$ cat src/sv/yuv420_crop_rotate_mapper_unit_assert.svh
// ----------------------------------------------------------------------------
// Assertion macros for the planar 4:2:0 crop and rotate mapper
// Each macro expects signals clk and arst_n in the scope where it is used.
// ----------------------------------------------------------------------------
`ifndef YUV420_CROP_ROTATE_MAPPER_UNIT_ASSERT_SVH
`define YUV420_CROP_ROTATE_MAPPER_UNIT_ASSERT_SVH

`ifndef SYNTH

// The consequent must hold in the cycle after the antecedent.
`define CRM_ASSERT_NEXT(label, ante, cons) \
	label: assert property (@(posedge clk) disable iff (!arst_n) (ante) |=> (cons)) \
		else $error("assertion failed");

// The condition must never be true outside reset.
`define CRM_ASSERT_NEVER(label, cond) \
	label: assert property (@(posedge clk) disable iff (!arst_n) !(cond)) \
		else $error("assertion failed");

`else

`define CRM_ASSERT_NEXT(label, ante, cons)
`define CRM_ASSERT_NEVER(label, cond)

`endif

`endif

$ cat src/sv/crm_pkg.sv
// ----------------------------------------------------------------------------
// crm_pkg
// Types, codes and helper functions shared by the crop and rotate mapper.
// ----------------------------------------------------------------------------
`timescale 1ns / 1ps

package crm_pkg;

	localparam int DIM_W   = 13;
	localparam int MAX_DIM = 4096;
	localparam int OFF_W   = 24;
	localparam int PIX_W   = 8;
	localparam int ADDR_W  = 3;

	typedef enum logic [1:0] {
		MODE_CROP     = 2'd0,
		MODE_ROT90    = 2'd1,
		MODE_ROT270_M = 2'd2,
		MODE_NONE     = 2'd3
	} mode_t;

	typedef enum logic [ADDR_W-1:0] {
		REG_MODE        = 3'd0,
		REG_SRC_WIDTH   = 3'd1,
		REG_SRC_HEIGHT  = 3'd2,
		REG_CROP_WIDTH  = 3'd3,
		REG_CROP_HEIGHT = 3'd4
	} reg_idx_t;

	localparam logic [1:0] PLANE_LUMA     = 2'd0;
	localparam logic [1:0] PLANE_CHROMA_A = 2'd1;
	localparam logic [1:0] PLANE_CHROMA_B = 2'd2;

	// Effective luma sizes after clamping.
	typedef struct packed {
		logic [DIM_W-1:0] sw;
		logic [DIM_W-1:0] sh;
		logic [DIM_W-1:0] cw;
		logic [DIM_W-1:0] ch;
	} dims_t;

	// Sizes of the plane that the current byte belongs to.
	typedef struct packed {
		logic [DIM_W-1:0] pw;
		logic [DIM_W-1:0] ph;
		logic [DIM_W-1:0] kw;
		logic [DIM_W-1:0] kh;
	} plane_dims_t;

	typedef struct packed {
		logic [1:0]       plane;
		logic [DIM_W-1:0] row;
		logic [DIM_W-1:0] col;
	} pos_t;

	function automatic logic [DIM_W-1:0] fix_dim(input logic [DIM_W-1:0] v);
		logic [DIM_W-1:0] r;
		r = (v > DIM_W'(MAX_DIM)) ? DIM_W'(MAX_DIM) : v;
		r[0] = 1'b0;
		if (r < DIM_W'(2)) r = DIM_W'(2);
		return r;
	endfunction

	function automatic plane_dims_t plane_dims(input dims_t d, input logic chroma);
		plane_dims_t p;
		if (chroma) begin
			p.pw = d.sw >> 1;
			p.ph = d.sh >> 1;
			p.kw = d.cw >> 1;
			p.kh = d.ch >> 1;
		end else begin
			p.pw = d.sw;
			p.ph = d.sh;
			p.kw = d.cw;
			p.kh = d.ch;
		end
		return p;
	endfunction

endpackage

$ cat src/sv/crm_cfg.sv
// ----------------------------------------------------------------------------
// crm_cfg
// Configuration registers and the clamped sizes derived from them.
// ----------------------------------------------------------------------------
`timescale 1ns / 1ps

module crm_cfg import crm_pkg::*; (
	input  logic              clk,
	input  logic              arst_n,
	input  logic              cfg_we,
	input  logic [ADDR_W-1:0] cfg_addr,
	input  logic [DIM_W-1:0]  cfg_wdata,
	output mode_t             mode,
	output dims_t             dims
);

	logic [1:0]       mode_q;
	logic [DIM_W-1:0] src_w_q;
	logic [DIM_W-1:0] src_h_q;
	logic [DIM_W-1:0] crop_w_q;
	logic [DIM_W-1:0] crop_h_q;
	logic [DIM_W-1:0] fcw;
	logic [DIM_W-1:0] fch;

	always_ff @(posedge clk or negedge arst_n) begin
		if (!arst_n) begin
			mode_q   <= MODE_CROP;
			src_w_q  <= DIM_W'(640);
			src_h_q  <= DIM_W'(480);
			crop_w_q <= DIM_W'(640);
			crop_h_q <= DIM_W'(480);
		end else if (cfg_we) begin
			unique case (cfg_addr)
				REG_MODE:        mode_q   <= cfg_wdata[1:0];
				REG_SRC_WIDTH:   src_w_q  <= cfg_wdata;
				REG_SRC_HEIGHT:  src_h_q  <= cfg_wdata;
				REG_CROP_WIDTH:  crop_w_q <= cfg_wdata;
				REG_CROP_HEIGHT: crop_h_q <= cfg_wdata;
				default: ;
			endcase
		end
	end

	always_comb begin
		mode    = mode_t'(mode_q);
		dims.sw = fix_dim(src_w_q);
		dims.sh = fix_dim(src_h_q);
		fcw     = fix_dim(crop_w_q);
		fch     = fix_dim(crop_h_q);
		dims.cw = (fcw < dims.sw) ? fcw : dims.sw;
		dims.ch = (fch < dims.sh) ? fch : dims.sh;
	end

endmodule

$ cat src/sv/crm_pos.sv
// ----------------------------------------------------------------------------
// crm_pos
// Column, row and plane counters and the input register stage.
// ----------------------------------------------------------------------------
`timescale 1ns / 1ps

`include "yuv420_crop_rotate_mapper_unit_assert.svh"

module crm_pos import crm_pkg::*; (
	input  logic             clk,
	input  logic             arst_n,
	input  logic             in_valid,
	output logic             in_ready,
	input  logic [PIX_W-1:0] pixel,
	input  logic             frame_start,
	input  dims_t            dims,
	input  logic             adv_s1,
	output logic             valid_s1,
	output pos_t             pos_s1,
	output logic [PIX_W-1:0] pixel_s1
);

	pos_t        cnt_q;
	pos_t        cur;
	pos_t        nxt;
	plane_dims_t pd;
	logic        accept;

	assign in_ready = !valid_s1 || adv_s1;
	assign accept   = in_valid && in_ready;

	always_comb begin
		cur = frame_start ? '0 : cnt_q;
		pd  = plane_dims(dims, cur.plane != PLANE_LUMA);
		nxt = cur;
		if (({1'b0, cur.col} + 1'b1) >= {1'b0, pd.pw}) begin
			nxt.col = '0;
			if (({1'b0, cur.row} + 1'b1) >= {1'b0, pd.ph}) begin
				nxt.row   = '0;
				nxt.plane = (cur.plane >= PLANE_CHROMA_B) ? PLANE_LUMA : cur.plane + 2'd1;
			end else begin
				nxt.row = cur.row + 1'b1;
			end
		end else begin
			nxt.col = cur.col + 1'b1;
		end
	end

	always_ff @(posedge clk or negedge arst_n) begin
		if (!arst_n) begin
			cnt_q    <= '0;
			valid_s1 <= 1'b0;
		end else begin
			if (accept) cnt_q <= nxt;
			if (in_ready) valid_s1 <= in_valid;
		end
	end

	always_ff @(posedge clk) begin
		if (accept) begin
			pos_s1   <= cur;
			pixel_s1 <= pixel;
		end
	end

	// The plane counter wraps after the second chroma plane.
	`CRM_ASSERT_NEVER(a_plane_range, cnt_q.plane == 2'd3)
	// A beat marked as frame start always enters at the origin.
	`CRM_ASSERT_NEXT(a_frame_origin, accept && frame_start, pos_s1 == '0)

endmodule

$ cat src/sv/crm_map.sv
// ----------------------------------------------------------------------------
// crm_map
// Window test, output offset computation and the result register.
// ----------------------------------------------------------------------------
`timescale 1ns / 1ps

`include "yuv420_crop_rotate_mapper_unit_assert.svh"

module crm_map import crm_pkg::*; (
	input  logic              clk,
	input  logic              arst_n,
	input  logic              valid_s1,
	input  pos_t              pos_s1,
	input  logic [PIX_W-1:0]  pixel_s1,
	input  dims_t             dims,
	input  mode_t             mode,
	output logic              adv_s1,
	output logic              out_valid,
	input  logic              out_ready,
	output logic [1:0]        out_plane,
	output logic [OFF_W-1:0]  out_offset,
	output logic [PIX_W-1:0]  out_value
);

	plane_dims_t        pd;
	logic [DIM_W-1:0]   xs;
	logic [DIM_W-1:0]   ys;
	logic [DIM_W-1:0]   mul_a;
	logic [DIM_W-1:0]   mul_b;
	logic [DIM_W-1:0]   add_c;
	logic [2*DIM_W-1:0] sum;
	logic [1:0]         oplane;
	logic               hit;

	assign adv_s1 = !out_valid || out_ready;

	// All three mappings reduce to a * b + c with one multiplier.
	always_comb begin
		pd    = plane_dims(dims, pos_s1.plane != PLANE_LUMA);
		xs    = pd.pw - pd.kw;
		ys    = pd.ph - pd.kh;
		hit   = 1'b0;
		mul_a = '0;
		mul_b = '0;
		add_c = '0;
		unique case (mode)
			MODE_CROP: begin
				hit   = pos_s1.row >= ys && pos_s1.row < pd.ph && pos_s1.col < pd.kw;
				mul_a = pos_s1.row - ys;
				mul_b = pd.kw;
				add_c = pos_s1.col;
			end
			MODE_ROT90: begin
				hit   = pos_s1.row >= ys && pos_s1.row < pd.ph && pos_s1.col < pd.kw;
				mul_a = pos_s1.col;
				mul_b = pd.kh;
				add_c = pd.kh - 1'b1 - (pos_s1.row - ys);
			end
			MODE_ROT270_M: begin
				hit   = pos_s1.row < pd.kh && pos_s1.col >= xs && pos_s1.col < pd.pw;
				mul_a = pd.kw - 1'b1 - (pos_s1.col - xs);
				mul_b = pd.kh;
				add_c = pd.kh - 1'b1 - pos_s1.row;
			end
			MODE_NONE: hit = 1'b0;
			default: hit = 1'b0;
		endcase
		sum = (2*DIM_W)'(mul_a) * (2*DIM_W)'(mul_b) + (2*DIM_W)'(add_c);
		unique case (pos_s1.plane)
			PLANE_LUMA:     oplane = PLANE_LUMA;
			PLANE_CHROMA_A: oplane = PLANE_CHROMA_B;
			default:        oplane = PLANE_CHROMA_A;
		endcase
	end

	always_ff @(posedge clk or negedge arst_n) begin
		if (!arst_n) begin
			out_valid <= 1'b0;
		end else if (adv_s1) begin
			out_valid <= valid_s1 && hit;
		end
	end

	always_ff @(posedge clk) begin
		if (adv_s1 && valid_s1 && hit) begin
			out_plane  <= oplane;
			out_offset <= sum[OFF_W-1:0];
			out_value  <= pixel_s1;
		end
	end

	// With output disabled a beat leaving the first stage never becomes a result.
	`CRM_ASSERT_NEXT(a_mode_none, valid_s1 && adv_s1 && mode == MODE_NONE, !out_valid)
	// Plane code three is never produced.
	`CRM_ASSERT_NEVER(a_plane_code, out_valid && out_plane == 2'd3)

endmodule

$ cat src/sv/yuv420_crop_rotate_mapper_unit.sv
// ----------------------------------------------------------------------------
// yuv420_crop_rotate_mapper_unit
// Places the bytes of a planar 4:2:0 frame into a cropped and rotated layout.
// ----------------------------------------------------------------------------
// Accepts one byte per clock cycle with no bubbles while the output is not
// stalled, since the position counters advance in the cycle a beat is taken.
// Inside, the first stage registers the byte with its column, row and plane,
// the second runs the window test and the single 13 by 13 bit multiply that
// forms the offset, and holds a result in the output register. Bytes outside
// the crop window, and every byte in mode 3, leave no result. Chroma planes
// are swapped on output. Write the configuration only while no beat is in
// flight.
// ----------------------------------------------------------------------------
`timescale 1ns / 1ps

module yuv420_crop_rotate_mapper_unit import crm_pkg::*; (
	input  logic              clk,
	input  logic              arst_n,
	input  logic              cfg_we,
	input  logic [ADDR_W-1:0] cfg_addr,
	input  logic [DIM_W-1:0]  cfg_wdata,
	input  logic              in_valid,
	output logic              in_ready,
	input  logic [PIX_W-1:0]  pixel,
	input  logic              frame_start,
	output logic              out_valid,
	input  logic              out_ready,
	output logic [1:0]        out_plane,
	output logic [OFF_W-1:0]  out_offset,
	output logic [PIX_W-1:0]  out_value
);

	mode_t            mode;
	dims_t            dims;
	logic             adv_s1;
	logic             valid_s1;
	pos_t             pos_s1;
	logic [PIX_W-1:0] pixel_s1;

	crm_cfg u_cfg (
		.clk       (clk),
		.arst_n    (arst_n),
		.cfg_we    (cfg_we),
		.cfg_addr  (cfg_addr),
		.cfg_wdata (cfg_wdata),
		.mode      (mode),
		.dims      (dims)
	);

	crm_pos u_pos (
		.clk         (clk),
		.arst_n      (arst_n),
		.in_valid    (in_valid),
		.in_ready    (in_ready),
		.pixel       (pixel),
		.frame_start (frame_start),
		.dims        (dims),
		.adv_s1      (adv_s1),
		.valid_s1    (valid_s1),
		.pos_s1      (pos_s1),
		.pixel_s1    (pixel_s1)
	);

	crm_map u_map (
		.clk        (clk),
		.arst_n     (arst_n),
		.valid_s1   (valid_s1),
		.pos_s1     (pos_s1),
		.pixel_s1   (pixel_s1),
		.dims       (dims),
		.mode       (mode),
		.adv_s1     (adv_s1),
		.out_valid  (out_valid),
		.out_ready  (out_ready),
		.out_plane  (out_plane),
		.out_offset (out_offset),
		.out_value  (out_value)
	);

endmodule

$ cat config.mk
export PLATFORM = sky130hd
export DESIGN_NAME = yuv420_crop_rotate_mapper_unit
export DESIGN_NICKNAME = d
export VERILOG_FILES = /design/src/sv/crm_pkg.sv /design/src/sv/crm_cfg.sv /design/src/sv/crm_pos.sv /design/src/sv/crm_map.sv /design/src/sv/yuv420_crop_rotate_mapper_unit.sv
export VERILOG_INCLUDE_DIRS = /design/src /design/src/sv
export SDC_FILE = /design/constraint.sdc
export NUM_CORES = 1
export LEC_CHECK = 0
export BUFFER_PORTS_ARGS = -buffer_cell sky130_fd_sc_hd__buf_2
export CELL_PAD_IN_SITES_DETAIL_PLACEMENT = 1
export CELL_PAD_IN_SITES_GLOBAL_PLACEMENT = 1
export CORE_ASPECT_RATIO = 1.5
export CORE_MARGIN = 2
export CORE_UTILIZATION = 30
export DETAILED_ROUTE_END_ITERATION = 10
export GPL_ROUTABILITY_DRIVEN = 1
export GPL_TIMING_DRIVEN = 0
export PLACE_DENSITY_LB_ADDON = 0.1
export SYNTH_ARGS = -nofsm -noshare
export SYNTH_HDL_FRONTEND = slang
export SYNTH_SLANG_ARGS = --single-unit
$ cat constraint.sdc
create_clock -name clk -period 17.28 [get_ports clk]
set_clock_uncertainty 0.05 [all_clocks]
set_input_delay 2.592 -clock clk [delete_from_list [all_inputs] [get_ports clk]]
set_output_delay 2.592 -clock clk [all_outputs]
set_load 0.02 [all_outputs]
-- Yosys cells after proc, flatten, opt, wreduce, memory -nomap -nowiden
Cells that the tools add are included.
- add/subtract/negate cells: 15
- $mul: 1
- magnitude comparators: 19
- eq/ne operators: 8
- mux-type cells: 23
- reduce and logical (&&, ||, !) cells: 24
- operators by type and width (operator ; count):
    13-bit 2-to-1 mux ; 12
    52-bit 2-to-1 mux ; 2
    13-bit subtractor ; 7
    13-bit less-than comparator ; 6
    13-bit one-hot mux with 3 select lines ; 2
    13-bit > comparator, second input constant ; 4
    13-bit by 2-bit less-than comparator with 1-bit output, second input constant ; 4
    13-bit by 1-bit adder with 14-bit output, second input constant ; 2
    14-bit by 13-bit >= comparator with 1-bit output ; 2
    28-bit 2-to-1 mux ; 1
    13-bit by 1-bit adder with 13-bit output, second input constant ; 2
    13-bit >= comparator ; 2
    13-bit one-hot mux with 2 select lines ; 1
    13-bit by 1-bit subtractor with 13-bit output, second input constant ; 2
    24-bit by 13-bit adder with 24-bit output ; 1
    13-bit by 13-bit multiplier with 24-bit output ; 1
    15-bit 2-to-1 mux ; 1
    2-bit AND reduction ; 5
    1-bit logical AND ; 8
    3-bit by 2-bit equality test with 1-bit output, second input constant ; 2
    2-bit by 1-bit equality test with 1-bit output, second input constant ; 2
    2-bit equality test, second input constant ; 2
    2-bit logical NOT ; 2
    2-bit 2-to-1 mux ; 2
    other kinds (11) ; 15
- flip-flop bits (word level): 154
- input port bits: 30
- output and inout port bits: 36
- word-level logic and storage cells: 107

-- Longest topological paths before layout
Gate-level depths: netlist of the first run.
- word-level depth: 13
- gate-level depth with buffers: 59
- mapped depth without buffers: 55

-- Hierarchy
Synthesis of the first run repeated with hierarchy kept, for this count alone.
- cells, all modules: 2244
- area total of the unflattened synthesis: 20150.6 sq um
- modules (own cells, without submodules) (module ; instances ; cells an instance ; area each (sq um) ; seq. area each (sq um)):
    crm_map ; 1 ; 1578 ; 12966.2 ; 1046.0
    crm_pos ; 1 ; 368 ; 3942.5 ; 1806.7
    crm_cfg ; 1 ; 298 ; 3241.9 ; 1291.2

-- Least setup slack after synthesis of the first run
Ideal clock, no wire load.
- path type: flip-flop to flip-flop
- from: register u_cfg.src_w_q[12]
- to: register u_map.out_offset[23], data pin
- library setup time: 258 ps
- arrival: 11806 ps
- data required time: 16972 ps
- setup slack: 5166 ps
- cell stages (with the launch flop): 58
- path buffers: 5
- period minus slack after synthesis: 12114 ps
- path through: dfrtp_1 > buf_2 > buf_1 > nor2b_1 > inv_1 > ha_1 > nand2_1 > a211oi_1 > nand4_1 > o211ai_1 > a211o_1 > buf_2 > buf_4 > mux2i_1 > nor2_1 > a21oi_1 > inv_1 > ha_1 > (+22 left out) > fa_1 > inv_1 > fa_1 > fa_1 > fa_1 > inv_1 > fa_1 > inv_1 > ha_1 > a41o_1 > a21oi_1 > o21ai_0 > a41o_1 > nor4_1 > o41a_1 > o21ai_0 > xnor2_1 > xnor2_1
- longest elaborated chain between the ends: 13
- elaborated cells between the ends (all ways): 15
- classes of those cells: add/sub: 5; mul: 1; order compare: 3; mux: 6
- RTL lines (item ; line ; text):
    from (decl) ; crm_cfg.sv:18 ; logic [DIM_W-1:0] src_w_q;
    from (signal assigned) ; crm_cfg.sv:35 ; REG_SRC_WIDTH: src_w_q <= cfg_wdata;
    13-bit > comparator ; crm_pkg.sv:58 ; r = (v > DIM_W'(MAX_DIM)) ? DIM_W'(MAX_DIM) : v;
    13-bit 2-to-1 mux * ; crm_pkg.sv:58 ;
    13-bit by 2-bit less-than comparator with 1-bit output ; crm_pkg.sv:60 ; if (r < DIM_W'(2)) r = DIM_W'(2);
    13-bit 2-to-1 mux * ; crm_pkg.sv:60 ;
    13-bit less-than comparator ; crm_cfg.sv:50 ; dims.cw = (fcw < dims.sw) ? fcw : dims.sw;
    13-bit 2-to-1 mux ; crm_cfg.sv:50 ;
    52-bit 2-to-1 mux * ; crm_pkg.sv:66 ; if (chroma) begin
    13-bit subtractor ; crm_map.sv:40 ; xs = pd.pw - pd.kw;
    13-bit subtractor (2 in a row) ; crm_map.sv:61 ; mul_a = pd.kw - 1'b1 - (pos_s1.col - xs);
    13-bit one-hot mux with 3 select lines ; crm_map.sv:46 ; unique case (mode)
    13-bit by 13-bit multiplier with 24-bit output * ; crm_map.sv:68 ; sum = (2*DIM_W)'(mul_a) * (2*DIM_W)'(mul_b) + (2*DIM_W)'(add_c);
    24-bit by 13-bit adder with 24-bit output * ; crm_map.sv:68 ;
    net u_map.sum[23] ; crm_map.sv:31 ; logic [2*DIM_W-1:0] sum;
    to (signal assigned) ; crm_map.sv:87 ; out_offset <= sum[OFF_W-1:0];
    to (decl) ; crm_map.sv:21 ; output logic [OFF_W-1:0] out_offset,
Mark *: on every way through the listed nets, which the timed path passes. The rest lies on a longest branch.
A chain may end at the register's enable or synchronous reset.

-- Worst setup path in the final report of the first run
Same ends and word-level chain as after synthesis.

==> results of run 1 <==
==> final timing paths <==
path / from / slack [ns] / to / cells after the start
setup / recovery: u_cfg.src_w_q[12]$_DFFE_PN0P_ / 1.55 / u_map.out_offset[23]$_DFFE_PP_ / 56
hold / removal: u_pos.pixel_s1[2]$_DFFE_PP_ / 0.37 / u_map.out_value[2]$_DFFE_PP_ / 0
setup reg to reg: u_cfg.src_w_q[12]$_DFFE_PN0P_ / 1.55 / u_map.out_offset[23]$_DFFE_PP_ / 56
hold reg to reg: u_pos.pixel_s1[2]$_DFFE_PP_ / 0.37 / u_map.out_value[2]$_DFFE_PP_ / 0
max in group asynchronous: arst_n / 14.59 / u_cfg.src_h_q[7]$_DFFE_PN1P_ / 2
min in group asynchronous: arst_n / 1.93 / u_cfg.crop_w_q[8]$_DFFE_PN0P_ / 1
==> Yosys cell counts, types with 7 or more instances <==
cell        n
dfrtp_1    68
ha_1      267
a31oi_1     7
o211ai_1   10
a21boi_0   15
o21a_1     10
mux2_2     51
nor2b_1   119
or2_2      16
a22o_1      9
a21oi_1   103
a211oi_1   13
o21ai_0    97
and2_1     17
nand3_1    35
nor2_1    142
a21o_1     44
nand2b_1   74
clkbuf_1   57
nand2_1   194
inv_1     280
nand4_1    24
nor3_1     41
nor3b_1     7
xor2_1     29
edfxtp_1   70
xnor2_1    63
dfstp_2    12
buf_2      11
or3_1      11
a22oi_1    13
fa_1      145
mux2i_1    43
and3_1     13
nor4_1     10
==> state kept, by name, summed over array words and instances, names as in the netlist <==
| name | count |
|---|---|
| u_pos.pixel_s1 | 8 |
| u_map.out_valid | 1 |
| u_cfg.crop_h_q | 12 |
| u_map.out_value | 8 |
| u_map.out_offset | 24 |
| u_map.out_plane | 2 |
| u_pos.cnt_q | 28 |
| u_pos.valid_s1 | 1 |
| u_pos.pos_s1 | 28 |
| u_cfg.src_h_q | 12 |
| u_cfg.crop_w_q | 12 |
| u_cfg.src_w_q | 12 |
| u_cfg.mode | 2 |
==> cell usage in the layout (no fill, tap or decap), types with 63 or more instances in the layout <==
cell type and count:
a21oi_1 103, buf_2 74, dfrtp_1 68, edfxtp_1 70, fa_1 145, ha_1 267, inv_1 280, nand2_1 194
nand2b_1 74, nor2_1 141, nor2b_1 119, o21ai_0 97, xnor2_1 63
==> through the flow <==
stage	utilization, %	std cells
6_report	33.4	3200
5_1_grt	33.4	3200
4_1_cts	33.4	3200
3_5_place_dp	32.6	3168
3_3_place_gp	32.4	3165
2_1_floorplan	-	2224
==> critical path, delay by kind of cell (launching register included) <==
family	cells	cell delay, ns
adder cells (fa/ha/maj)	11	4.98
flip-flops	1	0.35
AND/OR/NAND/NOR	13	2.11
XOR/XNOR	4	0.66
AO/OA/AOI/OAI	16	4.97
multiplexers	1	0.28
buffers and inverters	11	2.10
==> layer usage <==
metal,share of wire [%],GRT usage [%],up-vias
li1,-,-,7704
met1,37,22.0,8184
met2,56,43.8,201
met3,1.6,2.41,105
met4,5.2,11.3,0
met5,0,0,-
==> final cells by class <==
class                      count  area, µm²
sequential                   150       4120
tap                          877       1100
clock buffer                  19        443
fill                        7734      43600
multi-input combinational   1713      14300
timing repair buffer          67        390
inverter                     282       1060
buffer                        79        338
clock inverter                13        113
==> logic make-up (layout without fill, tap and decap cells) <==
group	after synthesis	count (layout)	synth area share, %
xor gates and xnor gates	93	93	4.18
DFF	150	150	20.8
adders and majority gates	412	412	31.5
and+or+nand+nor	724	724	18.5
AOI/OAI and AO/OA	386	386	12.5
buffers and inverters	361	460	7.04
muxes	98	98	5.48
==> metrics.yaml, run 1 <==
yosys:
  synth_edf_count: 70
  synth_cell_types: 84
  synthTopCellsByArea: "ha_1, fa_1, edfxtp_1"
  synth_nets: 2666
  async_reset_ff_share_pct: 53.3
  yosys.area.top_type_share_pct: 16.9
  seq_area_frac_synth_pct: 20.8
  synth_cells: 2224
  synth_area_mm2: 0.0198
  synth.avg_cell_area_um2: 8.91
  ys_ff_latch: 150
  synth_area_leader_cell: "ha_1"
  synth-main-ff-cell: "edfxtp_1"
  yosysWarnings: 0
grt:
  grtUsageTotal_pct: 22.1
  antenna_found_initial: 1
  grt_pass1_vias: 18000
  grt_pass1_wl_um: 110000
  grt-ovfl-total: 0
  grt_max_degree: 63
finish:
  nets: 2752
  n_antenna_cell: 0
  postLayoutCellArea_mm2: 0.0219
  area_delta_synth_final_pct: 10.4
  drive_above_1_share_pct: 9.13
timing:
  fin_setup_tns_ns: 0
  holdWs_ns: 0.375
  fin_ws_ns: 1.55
  fmax_mhz: 63.6
  worst_pin_slew_ns: 1.25
  finalCritPeriodShare_pct: 91.0
  finalHoldViolCount: 0
  slew_violations: 0
  min_period_ns: 15.73
  relSlewSlack_pct: 14.1
  grt_setup_unrepaired: "false"
  setup_viol: 0
detailed_routing:
  routedWlPerCell_um: 22.9
  vias_per_cell: 5.06
  drt_wl_total_um: 73100
  first_pass_iters: 5
  drt_iter0_markers: 611
  vias: 16200
  antenna_left: 0
  route.detailed.drc: 0
critical_path:
  cp.required_ns: 17.49
  crit_slowest_cell: "nor2b_1"
  startpoint_type: "register"
  crit_path_max_incr_delay_ns: 0.67
  end_kind: "register"
  cp_common_cell: "fa_1"
  cp.arrival_ns: 15.94
  crit_type: "reg2reg"
  path_max_fanout: 10
floorplanning:
  die_area_mm2: 0.0682
  placementRows: 115
  fp.dieW_um: 214
  ioPinCount: 66
  die_y_um: 319
  start_util_pct: 30.3
  core_area_mm2: 0.0655
clock_network:
  clk_pin_slew_worst_paths_ns: 0.08
  numCtsBuffers: 17
  hold_buffers: 0
  insertion_delay_ns: 0.51
  cts_resized: 0
  cts_root_buf: "clkbuf_16"
  cts_htree_levels: 4
  cts_buffer_depth: 2
  cts_setup_buffers: 0
  clock_sinks: 150
  cts_tree: "built"
run_status:
  status: "complete, no violations"
place:
  pre_cts_ws_ns: 1.36
  port_buffers: 64
  gp_congestion: 0.891
  hpwlAfterDp_um: 62400
  placed_cell_area_mm2: 0.0213
flow_run:
  drv_cap: 0
hold_path:
  hold_class: "reg2reg"
Power of run 1 is not shown: default switching activity piles up to over one toggle a cycle in this logic, so the estimate is an artifact.
==> run 2: changes to the inputs <==
SYNTH_HIERARCHICAL = 1   (was not set)
==> run 2 against run 1 <==
- synthesized area is 1.6% higher
- critical path type unchanged
- largest cell class unchanged
- non-clock buffer count down 3
- register-to-register slack better by 1.1 ns
- setup slack gained 1.1 ns
- clock-buffer cell count is the same
- sequential share of layout area down 0.25 points
- critical endpoint is now u_map/out_offset[23]$_DFFE_PP_
- utilization rose by 0.062 points
- global-route usage decreased by 0.48 points
- synthesized cell count is 0.90% higher
==> metrics.yaml, run 2 <==
critical_path:
  startpoint_type: "register"
  critical_path_buf_inv_count: 8  # -3
  crit_slowest_cell: "a222oi_1"
  end_kind: "register"
  path_max_fanout: 10  # unchanged
  crit_path_max_incr_delay_ns: 0.92  # +0.25 ns
  cp.required_ns: 17.52  # +0.03 ns
  reg2reg_depth: 50  # -11%
  crit_family: "compound AO/OA/AOI/OAI gates"
  cp.arrival_ns: 14.85  # -1.09 ns
  cp.depth: 50  # -11%
  crit_type: "reg2reg"
clock_network:
  cts_setup_buffers: 0  # unchanged
  cts_buffer_depth: 2  # unchanged
  numCtsBuffers: 17  # unchanged
  insertion_delay_ns: 0.50  # about the same
  cts_resized: 0  # unchanged
  cts_htree_levels: 4  # unchanged
  hold_buffers: 0  # unchanged
  cts_tree: "built"
  clock_sinks: 151  # +0.67%
  clk_pin_slew_worst_paths_ns: 0.08  # about the same
  cts_root_buf: "clkbuf_16"
floorplanning:
  start_util_pct: 30.2  # -0.034 points
  core_area_mm2: 0.0666  # +1.8%
  ioPinCount: 66  # unchanged
  fp.dieW_um: 216  # +0.80%
  die_y_um: 321  # +0.81%
  die_area_mm2: 0.0693  # +1.6%
  placementRows: 116  # +0.87%
yosys:
  async_reset_ff_share_pct: 53.6  # +0.31 points
  yosysWarnings: 6  # +6
  synth-main-ff-cell: "edfxtp_1"
  synth_cells: 2244  # +0.90%
  ys_ff_latch: 151  # +0.67%
  seq_area_frac_synth_pct: 20.6  # -0.21 points
  synth_common_cells: "nand2_1, inv_1, ha_1, fa_1, nor2_1"
  synthTopCellsByArea: "ha_1, fa_1, edfxtp_1"
  synth_most_common_cell: "nand2_1"
  synth_area_leader_cell: "ha_1"
  synth_edf_count: 70  # unchanged
  synth_area_mm2: 0.0202  # +1.6%
  synth.avg_cell_area_um2: 8.98  # +0.74%
  synth_cell_types: 99  # +18%
  yosys.area.top_type_share_pct: 16.6  # -0.21 points
detailed_routing:
  vias_per_cell: 5.08  # +0.47%
  drt_wl_total_um: 72500  # -0.85%
  routedWlPerCell_um: 22.4  # -1.9%
  vias: 16400  # +1.5%
  route.detailed.drc: 0  # unchanged
  first_pass_iters: 6  # +1
  drt_iter0_markers: 546  # -11%
  antenna_left: 0  # unchanged
grt:
  antenna_found_initial: 0  # -1
  grt-ovfl-total: 0  # unchanged
  grt_max_degree: 67  # +6.3%
  grt_pass1_wl_um: 112000  # +1.5%
  grt_pass1_vias: 18500  # +3.0%
  grtUsageTotal_pct: 21.6  # -0.48 points
hold_path:
  hold_class: "reg2reg"
  min_path_cells: 0  # unchanged
place:
  gp_congestion: 0.879  # -1.3%
  hpwlAfterDp_um: 62400  # -0.12%
  port_buffers: 65  # +1.6%
timing:
  min_period_ns: 14.61  # -1.12 ns
  holdWs_ns: 0.367  # -0.00782 ns
  slew_violations: 0  # unchanged
  setup_viol: 0  # unchanged
  relSlewSlack_pct: 24.4  # +10 points
  fin_setup_tns_ns: 0  # unchanged
  fmax_mhz: 68.5  # +7.7%
  finalCritPeriodShare_pct: 84.5  # -6.5 points
  worst_pin_slew_ns: 1.13  # -0.118 ns
  finalHoldViolCount: 0  # unchanged
  grt_setup_unrepaired: "false"
flow_run:
  drv_cap: 0  # unchanged
finish:
  final_common_cell: "nand2_1"
  drive_above_1_share_pct: 9.45  # +0.33 points
  n_antenna_cell: 0  # unchanged
  nets: 2778  # +0.94%
  layout_common_cells: "nand2_1, inv_1, ha_1"
  fill_cells: 7782  # +0.62%
  largestRegisters: "u_pos/cnt_q (28), u_pos/pos_s1 (28), u_map/out_offset (24)"
  area_delta_synth_final_pct: 10.7
run_status:
  status: "complete, no violations"
## run 2: kinds of logic (layout without fill, tap and decap cells)
group | after synthesis | count (layout) | share of synthesized area [%]
AO/OA/AOI/OAI | 391 | 391 | 13.2
flip-flops | 151 | 151 | 20.6
multiplexers | 123 | 123 | 6.73
adder cells (fa/ha/maj) | 413 | 413 | 31.0
AND/OR/NAND/NOR | 714 | 714 | 17.3
XOR/XNOR | 100 | 100 | 4.35
buffers and inverters | 351 | 452 | 6.84
other | 1 | 4 | 0.0186
## run 2: final timing paths
kind	endpoint	slack (ns)	start
worst max-delay path	u_map/out_offset[23]$_DFFE_PP_	2.67	u_cfg/src_h_q[12]$_DFFE_PN0P_
max in group asynchronous	u_cfg/crop_w_q[7]$_DFFE_PN1P_	14.57	arst_n
worst min-delay path	u_map/out_value[6]$_DFFE_PP_	0.37	u_pos/pixel_s1[6]$_DFFE_PP_
worst max register to register	u_map/out_offset[23]$_DFFE_PP_	2.67	u_cfg/src_h_q[12]$_DFFE_PN0P_
worst min register to register	u_map/out_value[6]$_DFFE_PP_	0.37	u_pos/pixel_s1[6]$_DFFE_PP_
min in group asynchronous	u_pos/cnt_q[27]$_DFFE_PN0P_	1.92	arst_n
## run 2: cell type report
class / instances / area (µm²) / area share (%)
Clock inverter: 13 / 134 / 0.600
Buffer: 74 / 339 / 1.52
Sequential cell: 151 / 4140 / 18.6
Timing Repair Buffer: 69 / 423 / 1.90
Tap cell: 885 / 1110 / 4.96
Clock buffer: 19 / 464 / 2.08
Inverter: 277 / 1040 / 4.66
Multi-Input combinational cell: 1745 / 14700 / 65.7
## run 2: layer usage
metal | part of all wire, % | routed length [µm] | up-vias | GRT usage [%]
met4 | 4.6 | 3320 | 0 | 10.2
met3 | 1.6 | 1170 | 115 | 1.87
met5 | 0 | 0 | - | 0
li1 | - | - | 7791 | -
met2 | 57 | 41000 | 224 | 43.7
met1 | 37 | 27000 | 8308 | 21.9
## run 2: stage by stage
stage,utilization (%),std cells,area [µm²],setup slack [ns]
floorplan,-,2247,20200,5.58
global placement,32.4,3197,21600,2.72
detailed placement,32.6,3201,21700,2.56
CTS,33.5,3233,22300,2.53
global route,33.5,3233,22300,1.73
finish,33.5,3233,22300,2.67
## run 2: worst register-to-register path: cells and delay by family, from the launching register on
family          cells  cell delay, ns
simple gates        9            1.34
compound gates     17            5.32
fa+ha+maj          10            4.43
xor+xnor            5            1.11
flops               1            0.45
buf+inv             8            1.27
mux                 1            0.42
Power of run 2 is left out for the same reason.
